## src/design/ricc_pkg.sv

```systemverilog
// shared types, constants and instruction decoders for the coverage counter
`default_nettype none
package ricc_pkg;

  localparam int unsigned NumClasses = 171;
  localparam int unsigned IdxW = 8;

  typedef enum logic [1:0] {
    KIND_NOTE  = 2'd0,
    KIND_READ  = 2'd1,
    KIND_CLEAR = 2'd2,
    KIND_RSVD  = 2'd3
  } kind_t;

  typedef struct packed {
    logic [1:0]  kind;
    logic [31:0] insn;
    logic        is_compressed;
    logic [7:0]  read_index;
  } item_in_t;

  typedef struct packed {
    logic [7:0]  class_index;
    logic        recognized;
    logic [31:0] count_value;
    logic [7:0]  distinct_seen;
  } item_out_t;

  typedef struct packed {
    logic       hit;
    logic [7:0] cls;
  } dec_t;

  // class numbers
  localparam logic [7:0] C_LUI = 8'd0, C_AUIPC = 8'd1, C_JAL = 8'd2, C_JALR = 8'd3;
  localparam logic [7:0] C_BEQ = 8'd4, C_BNE = 8'd5, C_BLT = 8'd6, C_BGE = 8'd7;
  localparam logic [7:0] C_BLTU = 8'd8, C_BGEU = 8'd9;
  localparam logic [7:0] C_LB = 8'd10, C_LH = 8'd11, C_LW = 8'd12, C_LBU = 8'd13;
  localparam logic [7:0] C_LHU = 8'd14, C_SB = 8'd15, C_SH = 8'd16, C_SW = 8'd17;
  localparam logic [7:0] C_ADDI = 8'd18, C_SLTI = 8'd19, C_SLTIU = 8'd20, C_XORI = 8'd21;
  localparam logic [7:0] C_ORI = 8'd22, C_ANDI = 8'd23, C_SLLI = 8'd24, C_SRLI = 8'd25;
  localparam logic [7:0] C_SRAI = 8'd26, C_ADD = 8'd27, C_SUB = 8'd28, C_SLL = 8'd29;
  localparam logic [7:0] C_SLT = 8'd30, C_SLTU = 8'd31, C_XOR = 8'd32, C_SRL = 8'd33;
  localparam logic [7:0] C_SRA = 8'd34, C_OR = 8'd35, C_AND = 8'd36, C_FENCE = 8'd37;
  localparam logic [7:0] C_FENCEI = 8'd38, C_ECALL = 8'd39, C_EBRK = 8'd40;
  localparam logic [7:0] C_MRET = 8'd41, C_WFI = 8'd42, C_CSRRW = 8'd43, C_CSRRS = 8'd44;
  localparam logic [7:0] C_CSRRC = 8'd45, C_CSRRWI = 8'd46, C_CSRRSI = 8'd47;
  localparam logic [7:0] C_CSRRCI = 8'd48, C_MUL = 8'd49;
  localparam logic [7:0] C_LRW = 8'd57, C_SCW = 8'd58, C_AMOSWAP = 8'd59, C_AMOADD = 8'd60;
  localparam logic [7:0] C_AMOXOR = 8'd61, C_AMOAND = 8'd62, C_AMOOR = 8'd63;
  localparam logic [7:0] C_AMOMIN = 8'd64, C_AMOMAX = 8'd65, C_AMOMINU = 8'd66;
  localparam logic [7:0] C_AMOMAXU = 8'd67, C_FLW = 8'd68, C_FSW = 8'd69;
  localparam logic [7:0] C_FADD = 8'd70, C_FSUB = 8'd71, C_FMUL = 8'd72, C_FDIV = 8'd73;
  localparam logic [7:0] C_FSQRT = 8'd74, C_FSGNJ = 8'd75, C_FSGNJN = 8'd76;
  localparam logic [7:0] C_FSGNJX = 8'd77, C_FMIN = 8'd78, C_FMAX = 8'd79, C_FEQ = 8'd80;
  localparam logic [7:0] C_FLT = 8'd81, C_FLE = 8'd82, C_FCLASS = 8'd83;
  localparam logic [7:0] C_FCVTWS = 8'd84, C_FCVTWUS = 8'd85, C_FCVTSW = 8'd86;
  localparam logic [7:0] C_FCVTSWU = 8'd87, C_FMVXW = 8'd88, C_FMVWX = 8'd89;
  localparam logic [7:0] C_FMADD = 8'd90, C_FMSUB = 8'd91, C_FNMSUB = 8'd92;
  localparam logic [7:0] C_FNMADD = 8'd93, C_SH1ADD = 8'd94, C_SH2ADD = 8'd95;
  localparam logic [7:0] C_SH3ADD = 8'd96, C_ANDN = 8'd97, C_ORN = 8'd98, C_XNOR = 8'd99;
  localparam logic [7:0] C_MIN = 8'd100, C_MINU = 8'd101, C_MAX = 8'd102, C_MAXU = 8'd103;
  localparam logic [7:0] C_CLZ = 8'd104, C_CTZ = 8'd105, C_CPOP = 8'd106;
  localparam logic [7:0] C_SEXTB = 8'd107, C_SEXTH = 8'd108, C_ZEXTH = 8'd109;
  localparam logic [7:0] C_ROL = 8'd110, C_ROR = 8'd111, C_RORI = 8'd112;
  localparam logic [7:0] C_ORCB = 8'd113, C_REV8 = 8'd114, C_BSET = 8'd115;
  localparam logic [7:0] C_BCLR = 8'd116, C_BINV = 8'd117, C_BEXT = 8'd118;
  localparam logic [7:0] C_BSETI = 8'd119, C_BCLRI = 8'd120, C_BINVI = 8'd121;
  localparam logic [7:0] C_BEXTI = 8'd122;
  localparam logic [7:0] Q_ADDI4SPN = 8'd123, Q_LW = 8'd124, Q_FLW = 8'd125;
  localparam logic [7:0] Q_SW = 8'd126, Q_FSW = 8'd127, Q_NOP = 8'd128, Q_ADDI = 8'd129;
  localparam logic [7:0] Q_JAL = 8'd130, Q_LI = 8'd131, Q_ADDI16SP = 8'd132;
  localparam logic [7:0] Q_LUI = 8'd133, Q_SRLI = 8'd134, Q_SRAI = 8'd135;
  localparam logic [7:0] Q_ANDI = 8'd136, Q_SUB = 8'd137, Q_XOR = 8'd138, Q_OR = 8'd139;
  localparam logic [7:0] Q_AND = 8'd140, Q_J = 8'd141, Q_BEQZ = 8'd142, Q_BNEZ = 8'd143;
  localparam logic [7:0] Q_SLLI = 8'd144, Q_LWSP = 8'd145, Q_FLWSP = 8'd146;
  localparam logic [7:0] Q_JR = 8'd147, Q_MV = 8'd148, Q_EBREAK = 8'd149;
  localparam logic [7:0] Q_JALR = 8'd150, Q_ADD = 8'd151, Q_SWSP = 8'd152;
  localparam logic [7:0] Q_FSWSP = 8'd153, Q_LBU = 8'd154, Q_LHU = 8'd155, Q_LH = 8'd156;
  localparam logic [7:0] Q_SB = 8'd157, Q_SH = 8'd158, Q_ZEXTB = 8'd159;
  localparam logic [7:0] Q_SEXTB = 8'd160, Q_ZEXTH = 8'd161, Q_SEXTH = 8'd162;
  localparam logic [7:0] Q_NOT = 8'd163, Q_MUL = 8'd164, P_PUSH = 8'd165, P_POP = 8'd166;
  localparam logic [7:0] P_POPRET = 8'd167, P_POPRETZ = 8'd168, P_MVA01S = 8'd169;
  localparam logic [7:0] P_MVSA01 = 8'd170;

  localparam dec_t Miss = '{hit: 1'b0, cls: 8'd0};

  function automatic dec_t hit(input logic [7:0] c);
    hit = '{hit: 1'b1, cls: c};
  endfunction

  function automatic dec_t dec16(input logic [15:0] c);
    logic [1:0] q;
    logic [2:0] f3;
    logic [4:0] r7;
    logic [4:0] r2;
    q = c[1:0];
    f3 = c[15:13];
    r7 = c[11:7];
    r2 = c[6:2];
    dec16 = Miss;
    if (c == 16'h0 || q == 2'd3) begin
      dec16 = Miss;
    end else if ((c & 16'he003) == 16'ha002) begin
      case (c[12:8])
        5'h18: dec16 = hit(P_PUSH);
        5'h1a: dec16 = hit(P_POP);
        5'h1c: dec16 = hit(P_POPRETZ);
        5'h1e: dec16 = hit(P_POPRET);
        default: begin
          if (c[12:10] == 3'd3) dec16 = hit((c[6:5] == 2'd3) ? P_MVA01S : P_MVSA01);
        end
      endcase
    end else if (q == 2'd0) begin
      case (f3)
        3'd0: dec16 = hit(Q_ADDI4SPN);
        3'd2: dec16 = hit(Q_LW);
        3'd3: dec16 = hit(Q_FLW);
        3'd4: begin
          if (!c[12]) begin
            case (c[11:10])
              2'd0: dec16 = hit(Q_LBU);
              2'd1: dec16 = hit(c[6] ? Q_LH : Q_LHU);
              2'd2: dec16 = hit(Q_SB);
              default: dec16 = hit(Q_SH);
            endcase
          end
        end
        3'd6: dec16 = hit(Q_SW);
        3'd7: dec16 = hit(Q_FSW);
        default: dec16 = Miss;
      endcase
    end else if (q == 2'd1) begin
      case (f3)
        3'd0: dec16 = hit((r7 == 5'd0) ? Q_NOP : Q_ADDI);
        3'd1: dec16 = hit(Q_JAL);
        3'd2: dec16 = hit(Q_LI);
        3'd3: dec16 = hit((r7 == 5'd2) ? Q_ADDI16SP : Q_LUI);
        3'd4: begin
          case (c[12:10])
            3'd0, 3'd4: dec16 = hit(Q_SRLI);
            3'd1, 3'd5: dec16 = hit(Q_SRAI);
            3'd2, 3'd6: dec16 = hit(Q_ANDI);
            3'd3: begin
              case (c[6:5])
                2'd0: dec16 = hit(Q_SUB);
                2'd1: dec16 = hit(Q_XOR);
                2'd2: dec16 = hit(Q_OR);
                default: dec16 = hit(Q_AND);
              endcase
            end
            default: begin
              if (c[6:5] == 2'd2) begin
                dec16 = hit(Q_MUL);
              end else begin
                case (c[4:2])
                  3'd0: dec16 = hit(Q_ZEXTB);
                  3'd1: dec16 = hit(Q_SEXTB);
                  3'd2: dec16 = hit(Q_ZEXTH);
                  3'd3: dec16 = hit(Q_SEXTH);
                  3'd5: dec16 = hit(Q_NOT);
                  default: dec16 = Miss;
                endcase
              end
            end
          endcase
        end
        3'd5: dec16 = hit(Q_J);
        3'd6: dec16 = hit(Q_BEQZ);
        default: dec16 = hit(Q_BNEZ);
      endcase
    end else begin
      case (f3)
        3'd0: dec16 = hit(Q_SLLI);
        3'd2: dec16 = hit(Q_LWSP);
        3'd3: dec16 = hit(Q_FLWSP);
        3'd4: begin
          if (c[12]) begin
            if (r2 == 5'd0) dec16 = hit((r7 == 5'd0) ? Q_EBREAK : Q_JALR);
            else dec16 = hit(Q_ADD);
          end else begin
            dec16 = hit((r2 == 5'd0) ? Q_JR : Q_MV);
          end
        end
        3'd6: dec16 = hit(Q_SWSP);
        3'd7: dec16 = hit(Q_FSWSP);
        default: dec16 = Miss;
      endcase
    end
  endfunction

  function automatic dec_t bit_reg(input logic [6:0] f7, input logic [2:0] f3,
                                   input logic [4:0] rs2);
    bit_reg = Miss;
    case (f7)
      7'h04: if (f3 == 3'd4 && rs2 == 5'd0) bit_reg = hit(C_ZEXTH);
      7'h05: begin
        case (f3)
          3'd4: bit_reg = hit(C_MIN);
          3'd5: bit_reg = hit(C_MINU);
          3'd6: bit_reg = hit(C_MAX);
          3'd7: bit_reg = hit(C_MAXU);
          default: bit_reg = Miss;
        endcase
      end
      7'h10: begin
        case (f3)
          3'd2: bit_reg = hit(C_SH1ADD);
          3'd4: bit_reg = hit(C_SH2ADD);
          3'd6: bit_reg = hit(C_SH3ADD);
          default: bit_reg = Miss;
        endcase
      end
      7'h14: if (f3 == 3'd1) bit_reg = hit(C_BSET);
      7'h20: begin
        case (f3)
          3'd4: bit_reg = hit(C_XNOR);
          3'd6: bit_reg = hit(C_ORN);
          3'd7: bit_reg = hit(C_ANDN);
          default: bit_reg = Miss;
        endcase
      end
      7'h24: begin
        if (f3 == 3'd1) bit_reg = hit(C_BCLR);
        else if (f3 == 3'd5) bit_reg = hit(C_BEXT);
      end
      7'h30: begin
        if (f3 == 3'd1) bit_reg = hit(C_ROL);
        else if (f3 == 3'd5) bit_reg = hit(C_ROR);
      end
      7'h34: if (f3 == 3'd1) bit_reg = hit(C_BINV);
      default: bit_reg = Miss;
    endcase
  endfunction

  function automatic dec_t bit_imm(input logic [6:0] f7, input logic [2:0] f3,
                                   input logic [4:0] sh);
    bit_imm = Miss;
    case (f7)
      7'h14: begin
        if (f3 == 3'd1) bit_imm = hit(C_BSETI);
        else if (f3 == 3'd5 && sh == 5'd7) bit_imm = hit(C_ORCB);
      end
      7'h24: begin
        if (f3 == 3'd1) bit_imm = hit(C_BCLRI);
        else if (f3 == 3'd5) bit_imm = hit(C_BEXTI);
      end
      7'h30: begin
        if (f3 == 3'd5) begin
          bit_imm = hit(C_RORI);
        end else begin
          case (sh)
            5'd0: bit_imm = hit(C_CLZ);
            5'd1: bit_imm = hit(C_CTZ);
            5'd2: bit_imm = hit(C_CPOP);
            5'd4: bit_imm = hit(C_SEXTB);
            5'd5: bit_imm = hit(C_SEXTH);
            default: bit_imm = Miss;
          endcase
        end
      end
      7'h34: begin
        if (f3 == 3'd1) bit_imm = hit(C_BINVI);
        else if (f3 == 3'd5 && sh == 5'h18) bit_imm = hit(C_REV8);
      end
      default: bit_imm = Miss;
    endcase
  endfunction

  function automatic dec_t dec32(input logic [31:0] w);
    logic [6:0] op;
    logic [2:0] f3;
    logic [6:0] f7;
    logic [4:0] rs2;
    op = w[6:0];
    f3 = w[14:12];
    f7 = w[31:25];
    rs2 = w[24:20];
    dec32 = Miss;
    case (op)
      7'h37: dec32 = hit(C_LUI);
      7'h17: dec32 = hit(C_AUIPC);
      7'h6f: dec32 = hit(C_JAL);
      7'h67: dec32 = hit(C_JALR);
      7'h63: begin
        case (f3)
          3'd0: dec32 = hit(C_BEQ);
          3'd1: dec32 = hit(C_BNE);
          3'd4: dec32 = hit(C_BLT);
          3'd5: dec32 = hit(C_BGE);
          3'd6: dec32 = hit(C_BLTU);
          3'd7: dec32 = hit(C_BGEU);
          default: dec32 = Miss;
        endcase
      end
      7'h03: begin
        case (f3)
          3'd0: dec32 = hit(C_LB);
          3'd1: dec32 = hit(C_LH);
          3'd2: dec32 = hit(C_LW);
          3'd4: dec32 = hit(C_LBU);
          3'd5: dec32 = hit(C_LHU);
          default: dec32 = Miss;
        endcase
      end
      7'h23: begin
        case (f3)
          3'd0: dec32 = hit(C_SB);
          3'd1: dec32 = hit(C_SH);
          3'd2: dec32 = hit(C_SW);
          default: dec32 = Miss;
        endcase
      end
      7'h07: if (f3 == 3'd2) dec32 = hit(C_FLW);
      7'h27: if (f3 == 3'd2) dec32 = hit(C_FSW);
      7'h13: begin
        case (f3)
          3'd0: dec32 = hit(C_ADDI);
          3'd1: dec32 = (f7 == 7'h0) ? hit(C_SLLI) : bit_imm(f7, f3, rs2);
          3'd2: dec32 = hit(C_SLTI);
          3'd3: dec32 = hit(C_SLTIU);
          3'd4: dec32 = hit(C_XORI);
          3'd5: begin
            if (f7 == 7'h0) dec32 = hit(C_SRLI);
            else if (f7 == 7'h20) dec32 = hit(C_SRAI);
            else dec32 = bit_imm(f7, f3, rs2);
          end
          3'd6: dec32 = hit(C_ORI);
          default: dec32 = hit(C_ANDI);
        endcase
      end
      7'h33: begin
        if (f7 == 7'h01) begin
          dec32 = hit(C_MUL + {5'd0, f3});
        end else if (f7 != 7'h0 && f7 != 7'h20) begin
          dec32 = bit_reg(f7, f3, rs2);
        end else begin
          case (f3)
            3'd0: dec32 = hit((f7 == 7'h20) ? C_SUB : C_ADD);
            3'd1: dec32 = hit(C_SLL);
            3'd2: dec32 = hit(C_SLT);
            3'd3: dec32 = hit(C_SLTU);
            3'd4: dec32 = (f7 == 7'h0) ? hit(C_XOR) : bit_reg(f7, f3, rs2);
            3'd5: dec32 = hit((f7 == 7'h20) ? C_SRA : C_SRL);
            3'd6: dec32 = (f7 == 7'h0) ? hit(C_OR) : bit_reg(f7, f3, rs2);
            default: dec32 = (f7 == 7'h0) ? hit(C_AND) : bit_reg(f7, f3, rs2);
          endcase
        end
      end
      7'h0f: dec32 = hit((f3 == 3'd1) ? C_FENCEI : C_FENCE);
      7'h73: begin
        case (f3)
          3'd0: begin
            if (w == 32'h00000073) dec32 = hit(C_ECALL);
            else if (w == 32'h00100073) dec32 = hit(C_EBRK);
            else if (w == 32'h30200073) dec32 = hit(C_MRET);
            else if (w == 32'h10500073) dec32 = hit(C_WFI);
          end
          3'd1: dec32 = hit(C_CSRRW);
          3'd2: dec32 = hit(C_CSRRS);
          3'd3: dec32 = hit(C_CSRRC);
          3'd5: dec32 = hit(C_CSRRWI);
          3'd6: dec32 = hit(C_CSRRSI);
          3'd7: dec32 = hit(C_CSRRCI);
          default: dec32 = Miss;
        endcase
      end
      7'h2f: begin
        case (w[31:27])
          5'h00: dec32 = hit(C_AMOADD);
          5'h01: dec32 = hit(C_AMOSWAP);
          5'h02: dec32 = hit(C_LRW);
          5'h03: dec32 = hit(C_SCW);
          5'h04: dec32 = hit(C_AMOXOR);
          5'h08: dec32 = hit(C_AMOOR);
          5'h0c: dec32 = hit(C_AMOAND);
          5'h10: dec32 = hit(C_AMOMIN);
          5'h14: dec32 = hit(C_AMOMAX);
          5'h18: dec32 = hit(C_AMOMINU);
          5'h1c: dec32 = hit(C_AMOMAXU);
          default: dec32 = Miss;
        endcase
      end
      7'h53: begin
        case (f7)
          7'h00: dec32 = hit(C_FADD);
          7'h04: dec32 = hit(C_FSUB);
          7'h08: dec32 = hit(C_FMUL);
          7'h0c: dec32 = hit(C_FDIV);
          7'h2c: dec32 = hit(C_FSQRT);
          7'h10: dec32 = hit((f3 == 3'd0) ? C_FSGNJ : ((f3 == 3'd1) ? C_FSGNJN : C_FSGNJX));
          7'h14: dec32 = hit((f3 == 3'd0) ? C_FMIN : C_FMAX);
          7'h50: dec32 = hit((f3 == 3'd0) ? C_FLE : ((f3 == 3'd1) ? C_FLT : C_FEQ));
          7'h60: dec32 = hit((rs2 == 5'd0) ? C_FCVTWS : C_FCVTWUS);
          7'h68: dec32 = hit((rs2 == 5'd0) ? C_FCVTSW : C_FCVTSWU);
          7'h70: dec32 = hit((f3 == 3'd0) ? C_FMVXW : C_FCLASS);
          7'h78: dec32 = hit(C_FMVWX);
          default: dec32 = Miss;
        endcase
      end
      7'h43: dec32 = hit(C_FMADD);
      7'h47: dec32 = hit(C_FMSUB);
      7'h4b: dec32 = hit(C_FNMSUB);
      7'h4f: dec32 = hit(C_FNMADD);
      default: dec32 = Miss;
    endcase
  endfunction

endpackage
`default_nettype wire

```

## src/design/ricc_decode.sv

```systemverilog
// input register and instruction class decoder
`default_nettype none
module ricc_decode import ricc_pkg::*; (
  input  wire logic     clk,
  input  wire logic     rst,
  input  wire logic     take,
  input  wire item_in_t item,
  output logic          vld,
  output logic [1:0]    kind,
  output logic [7:0]    read_index,
  output dec_t          dec
);

  item_in_t item_q;

  always_ff @(posedge clk) begin
    if (rst) begin
      vld <= 1'b0;
    end else begin
      vld <= take;
    end
    if (take) item_q <= item;
  end

  assign kind = item_q.kind;
  assign read_index = item_q.read_index;

  always_comb begin
    if (item_q.is_compressed) dec = dec16(item_q.insn[15:0]);
    else dec = dec32(item_q.insn);
  end

endmodule
`default_nettype wire

```

## config.mk

```make
export PLATFORM = sky130hd
export DESIGN_NAME = ricc_decode
export DESIGN_NICKNAME = d
export VERILOG_FILES = /design/src/design/ricc_pkg.sv /design/src/design/ricc_decode.sv
export SDC_FILE = /design/constraint.sdc
export NUM_CORES = 1
export LEC_CHECK = 0
export BUFFER_PORTS_ARGS = -buffer_cell sky130_fd_sc_hd__buf_4
export CORE_MARGIN = 5
export CORE_UTILIZATION = 35
export CTS_CLUSTER_DIAMETER = 200
export DETAILED_ROUTE_END_ITERATION = 7
export GPL_TIMING_DRIVEN = 0
export PLACE_DENSITY_LB_ADDON = 0.1
export SLEW_MARGIN = 10
export SYNTH_ARGS = -nofsm -noshare
export SYNTH_HDL_FRONTEND = slang
export SYNTH_SLANG_ARGS = --single-unit
export TNS_END_PERCENT = 1
```

## constraint.sdc

```tcl
create_clock -name clk -period 6.7 [get_ports clk]
set_input_delay 1.005 -clock clk [delete_from_list [all_inputs] [get_ports clk]]
set_output_delay 1.005 -clock clk [all_outputs]
set_load 0.01 [all_outputs]
```

Word level (Yosys, flattened, before mapping)
Memory sizes are Yosys's and may differ from the RTL's. A register that Yosys moved wholly into a read port is not among the register bits.
Cells that the tools add are included.

storage, ports and cells
  register bits = 44
  bits in read-only memories = 256
  input bits = 46
  output and inout port bits = 20
  logic and storage cells = 191
  memories kept = 1

cells by class
  add/subtract/negate cells = 1
  eq/ne operators = 84
  multiplexer cells = 79
  reductions and logical operators = 21

memory list
  name             depth  bits a word  rd ports  clocked after Yosys merged registers in  wr ports  line             text
  (no name shown)  32     8            1         1                                        0         ricc_pkg.sv:369  case (w[31:27])

operators by type and width
  kind                                                   count
  two-way mux 9 bit                                      34
  one-hot mux 9 bit (4 select lines)                     7
  one-hot mux 9 bit (7 select lines)                     4
  one-hot mux 9 bit (19 select lines)                    1
  one-hot mux 9 bit (6 select lines)                     3
  one-hot mux 9 bit (5 select lines)                     3
  one-hot mux 9 bit (12 select lines)                    1
  one-hot mux 9 bit (3 select lines)                     4
  equality test 7 bit, second input constant             14
  one-hot mux 9 bit (8 select lines)                     1
  equality test 7 x 6 -> 1 bit, second input constant    10
  equality test 3 bit, second input constant             12
  equality test 32 x 21 -> 1 bit, second input constant  1
  equality test 32 x 29 -> 1 bit, second input constant  1
  equality test 32 x 30 -> 1 bit, second input constant  1
  equality test 32 x 7 -> 1 bit, second input constant   1
  equality test 5 bit, second input constant             6
  equality test 7 x 5 -> 1 bit, second input constant    4
  equality test 3 x 2 -> 1 bit, second input constant    8
  equality test 7 x 3 -> 1 bit, second input constant    3
  equality test 7 x 4 -> 1 bit, second input constant    3
  one-hot mux 3 bit (3 select lines)                     2
  logical NOT 16 bit                                     1
  equality test 5 x 3 -> 1 bit, second input constant    3
  22 further kinds                                       57

Longest topological paths before layout
  depth in word-level cells = 10
  mapped depth = 12
  gate-level depth less buffers = 9

Least setup slack after synthesis
Ideal clock, no wire load.

  path type = register to output
  start = register item_q[21] (netlist bit)
  end = output port dec[8] (netlist bit)
  arrival time = 2.734 ns
  data required time = 5.695 ns
  slack = 2.961 ns
  cell stages (with the launch flop) = 12
  buffers on the path = 2
  cells stage by stage = edfxtp_1 > clkbuf_1 > inv_1 > ha_1 > clkbuf_1 > or4_1 > o21ai_0 > a2111oi_0 > a2111oi_0 > o211ai_1 > nor4_1 > o21ai_0

RTL lines
  what                    line               text
  start, declared         ricc_decode.sv:14  item_in_t item_q;
  start signal, assigned  ricc_decode.sv:22  if (take) item_q <= item;
  end, declared           ricc_decode.sv:11  output dec_t dec

==> run_results.csv <==
group,metric,value,unit
critical_path,cp_top_family,"buffers and inverters",
detailed_routing,viasPerCell,6.58,
cells_and_area,drive_above_1_share,15.4,%
global_route,grt_max_degree,45,
global_route,grtUsageTotal,24.1,%
timing,relSlewSlack,27.4,%
synthesis,yosys_warnings,0,
power_and_ir_drop,pwr_density_cell,169,mW/mm2
timing,setup_slack,1050,ps
critical_path,worst_ep_required_time,5690,ps
synthesis,synth-seq-area-share,29.9,%
detailed_routing,drtAntennaViolNets,0,
timing,clock_skew,1.86,ps
critical_path,cp-end-kind,"primary output",
critical_path,worstSetupPathType,"reg -> out",
clocking,hold_buffers,0,
floorplanning,die-area,0.0161,mm2
cells_and_area,final_nets,740,
detailed_routing,vias,5658,
synthesis,ys_ff_latch,50,
timing,fin_tns_setup,0,ps
synthesis,synthesis.area,0.00479,mm2
clocking,clockBufferDepth,2,
floorplanning,io-pin-count,66,
placement,port_buffers,65,
cells_and_area,utilization,42.3,%
timing,worstMarginPinSlew,1060,ps
synthesis,syn-instance-count,611,
cells_and_area,stdcell_count,860,
global_route,grt_pass1_wl,30900,um
global_route,grt_pass1_vias,5355,
timing,setup_viol,0,
detailed_routing,drt_iter0_markers,934,
timing,hold_viol,0,
floorplanning,start_util,35.9,%
floorplanning,die_w,127,um
clocking,cts_resized,0,
critical_path,r2r-start,"item_q[40]",
status,outcome,"finished, final reports clean",
min_path,min_to,"vld",
cells_and_area,num_antenna_cells,0,
power_and_ir_drop,irDropWorstVdd,0.000171,V
synthesis,ys.flop_type,"edfxtp_1",
critical_path,r2r_cells,7,
cells_and_area,final_cell_mix,"buf_4, nand2_1, o21ai_0",
timing,rsz0062_at_grt,"no",
cells_and_area,layout_commonest_cell,"buf_4",
clocking,post-cts-setup-buffer-count,0,
critical_path,arrival,4650,ps
global_route,antenna_found_initial,0,
placement,dpl.hpwl,15300,um
run,maxCapViolations,0,
floorplanning,die_h,127,um
min_path,holdCritPathClass,"in -> reg",
synthesis,synth.avg_cell_area,7.83,um2
detailed_routing,wl,20000,um
synthesis,synth_nets,668,
detailed_routing,route.detailed.drc,0,
placement,gp_congestion,0.984,
placement,dp.cells,852,
power_and_ir_drop,p_leak,0.00199,uW
critical_path,r2r_setup_slack,4480,ps
timing,finalCriticalPeriod,5650,ps
detailed_routing,routedWlPerCell,23.2,um
critical_path,critPathSlowestCell,"or4_1",
timing,fmax,177,MHz
floorplanning,num_rows,42,
synthesis,synth-edff-count,43,
critical_path,startpoint_type,"register",
cells_and_area,multi_input_area,0.00302,mm2
detailed_routing,drtPass1Iterations,8,
timing,finalMaxSlewViolations,0,
placement,post-place-ws,1640,ps
timing,timing.final.crit_share,84.4,%
critical_path,critPathBufInv,4,
clocking,cts_tree,"built",
cells_and_area,seq_area,0.00143,mm2
clocking,htreeDepth,2,
critical_path,crit_path_max_fanout,10,
global_route,overflow,0,
clocking,root_buffer,"clkbuf_16",
synthesis,synth.distinct_cells,76,
cells_and_area,syn2layout_area_growth,18.0,%
clocking,worstSkewPairLatency,280,ps
clocking,cts_buffers,5,
floorplanning,fp.coreArea,0.0133,mm2
synthesis,synthArstFlopShare,0,%
cells_and_area,n_fill_cell,1439,
critical_path,cp_cell_sequence,"clkbuf_1 > inv_1 > ha_1 > clkbuf_1 > or4_1 > o21ai_0 > a2111oi_0 > a2111oi_0 > o211ai_1 > nor4_1 > o21ai_0 > buf_4",
clocking,clkSinkCount,50,
min_path,hp-start,"rst",
min_path,whs_path_depth,2,
critical_path,cp_slowest_stage_delay,610,ps
clocking,path_clk_slew,70,ps
power_and_ir_drop,finalPower,957,uW
## final cells by class
| type | instances | area share (%) |
|---|---|---|
| Sequential cell | 50 | 25.3 |
| Tap cell | 176 | 3.90 |
| Multi-Input combinational cell | 487 | 53.6 |
| Clock buffer | 6 | 2.46 |
| Buffer | 61 | 5.01 |
| Timing Repair Buffer | 65 | 8.64 |
| Inverter | 13 | 0.864 |
| Clock inverter | 2 | 0.222 |
## worst reg2reg max path: cells and delay by family (launching register included)
family	cells	cell delay, ps
buffers and inverters	2	810
flip-flops	1	460
multiplexers	1	290
AO/OA/AOI/OAI	2	280
AND/OR/NAND/NOR	2	230
## worst max-delay path by stage
| stage | startpoint | end | slack (ps) | cells after the start |
|---|---|---|---|---|
| 6_report | item_q[21] | dec[8] | 1050 | 12 |
| 3_5_place_dp | item_q[21] | dec[8] | 1640 | 12 |
| 4_1_cts | item_q[21] | dec[8] | 1280 | 12 |
| 5_1_grt | item_q[21] | dec[8] | 860 | 12 |
| 3_3_place_gp | item_q[21] | dec[8] | 1330 | 12 |
| 2_1_floorplan | item_q[21] | dec[8] | 2960 | 11 |
## cells in the mapped netlist, types with 3 or more instances
cell type / instances / share of area, %
buf_4: 10 / 1.6
a2111oi_0: 4 / 0.73
nand3b_1: 3 / 0.47
nor3b_1: 6 / 0.94
a211oi_1: 8 / 1.3
and4_1: 3 / 0.55
o32ai_1: 5 / 0.91
edfxtp_1: 43 / 27
dfxtp_1: 7 / 2.9
or3_1: 9 / 1.2
and3_1: 10 / 1.3
or4_1: 5 / 0.78
nor4bb_1: 3 / 0.63
a32oi_1: 3 / 0.55
ha_1: 11 / 2.9
a22o_1: 3 / 0.55
nor2_1: 43 / 3.4
nor2b_1: 20 / 2.6
xor2_1: 3 / 0.55
nand3_1: 21 / 2.2
o31ai_1: 5 / 0.78
o41ai_1: 4 / 0.73
clkbuf_1: 38 / 3.0
a31oi_1: 20 / 2.6
a211o_1: 6 / 1.1
o21ai_0: 48 / 5.0
o22ai_1: 6 / 0.78
or2_2: 6 / 0.78
nor4_1: 15 / 2.0
mux2i_1: 5 / 1.0
nand2b_1: 14 / 1.8
o211ai_1: 7 / 1.1
inv_1: 11 / 0.86
buf_2: 7 / 0.73
a21oi_1: 36 / 3.8
a22oi_1: 9 / 1.4
a21o_1: 4 / 0.63
nor3_1: 25 / 2.6
o2111ai_1: 5 / 0.91
nand4_1: 9 / 1.2
buf_1: 5 / 0.39
a221oi_1: 5 / 0.91
nand2_1: 56 / 4.4
## power by group
group / internal, uW / total, uW / switching (uW)
clock: 148 / 252 / 105
sequential: 366 / 388 / 21.1
combinational: 113 / 317 / 204
## cells by family (layout without fill, tap and decap cells)
kind of cell	Yosys count	in the layout	share of synthesized area [%]
multiplexers	5	5	1.05
AO/OA/AOI/OAI	206	206	29.2
flip-flops	50	50	29.9
buffers and inverters	74	147	6.93
XOR/XNOR	4	4	0.732
AND/OR/NAND/NOR	261	261	29.4
adder cells (fa/ha/maj)	11	11	2.88
## through the flow
stage | area (um2) | hold slack [ps]
2_1_floorplan | 4790 | 960
3_3_place_gp | 5500 | 1160
3_5_place_dp | 5500 | 1160
4_1_cts | 5650 | 857
5_1_grt | 5650 | 866
6_report | 5650 | 868
## metal layers
| layer | track usage [%] | share of wire, % | wire [um] |
|---|---|---|---|
| met2 | 35.9 | 42 | 8440 |
| met3 | 5.59 | 12 | 2370 |
| met4 | 9.84 | 4.0 | 795 |
| met1 | 33.7 | 42 | 8350 |
| met5 | 0 | 0 | 0 |
No activity file was read; power rests on OpenSTA's default activity.
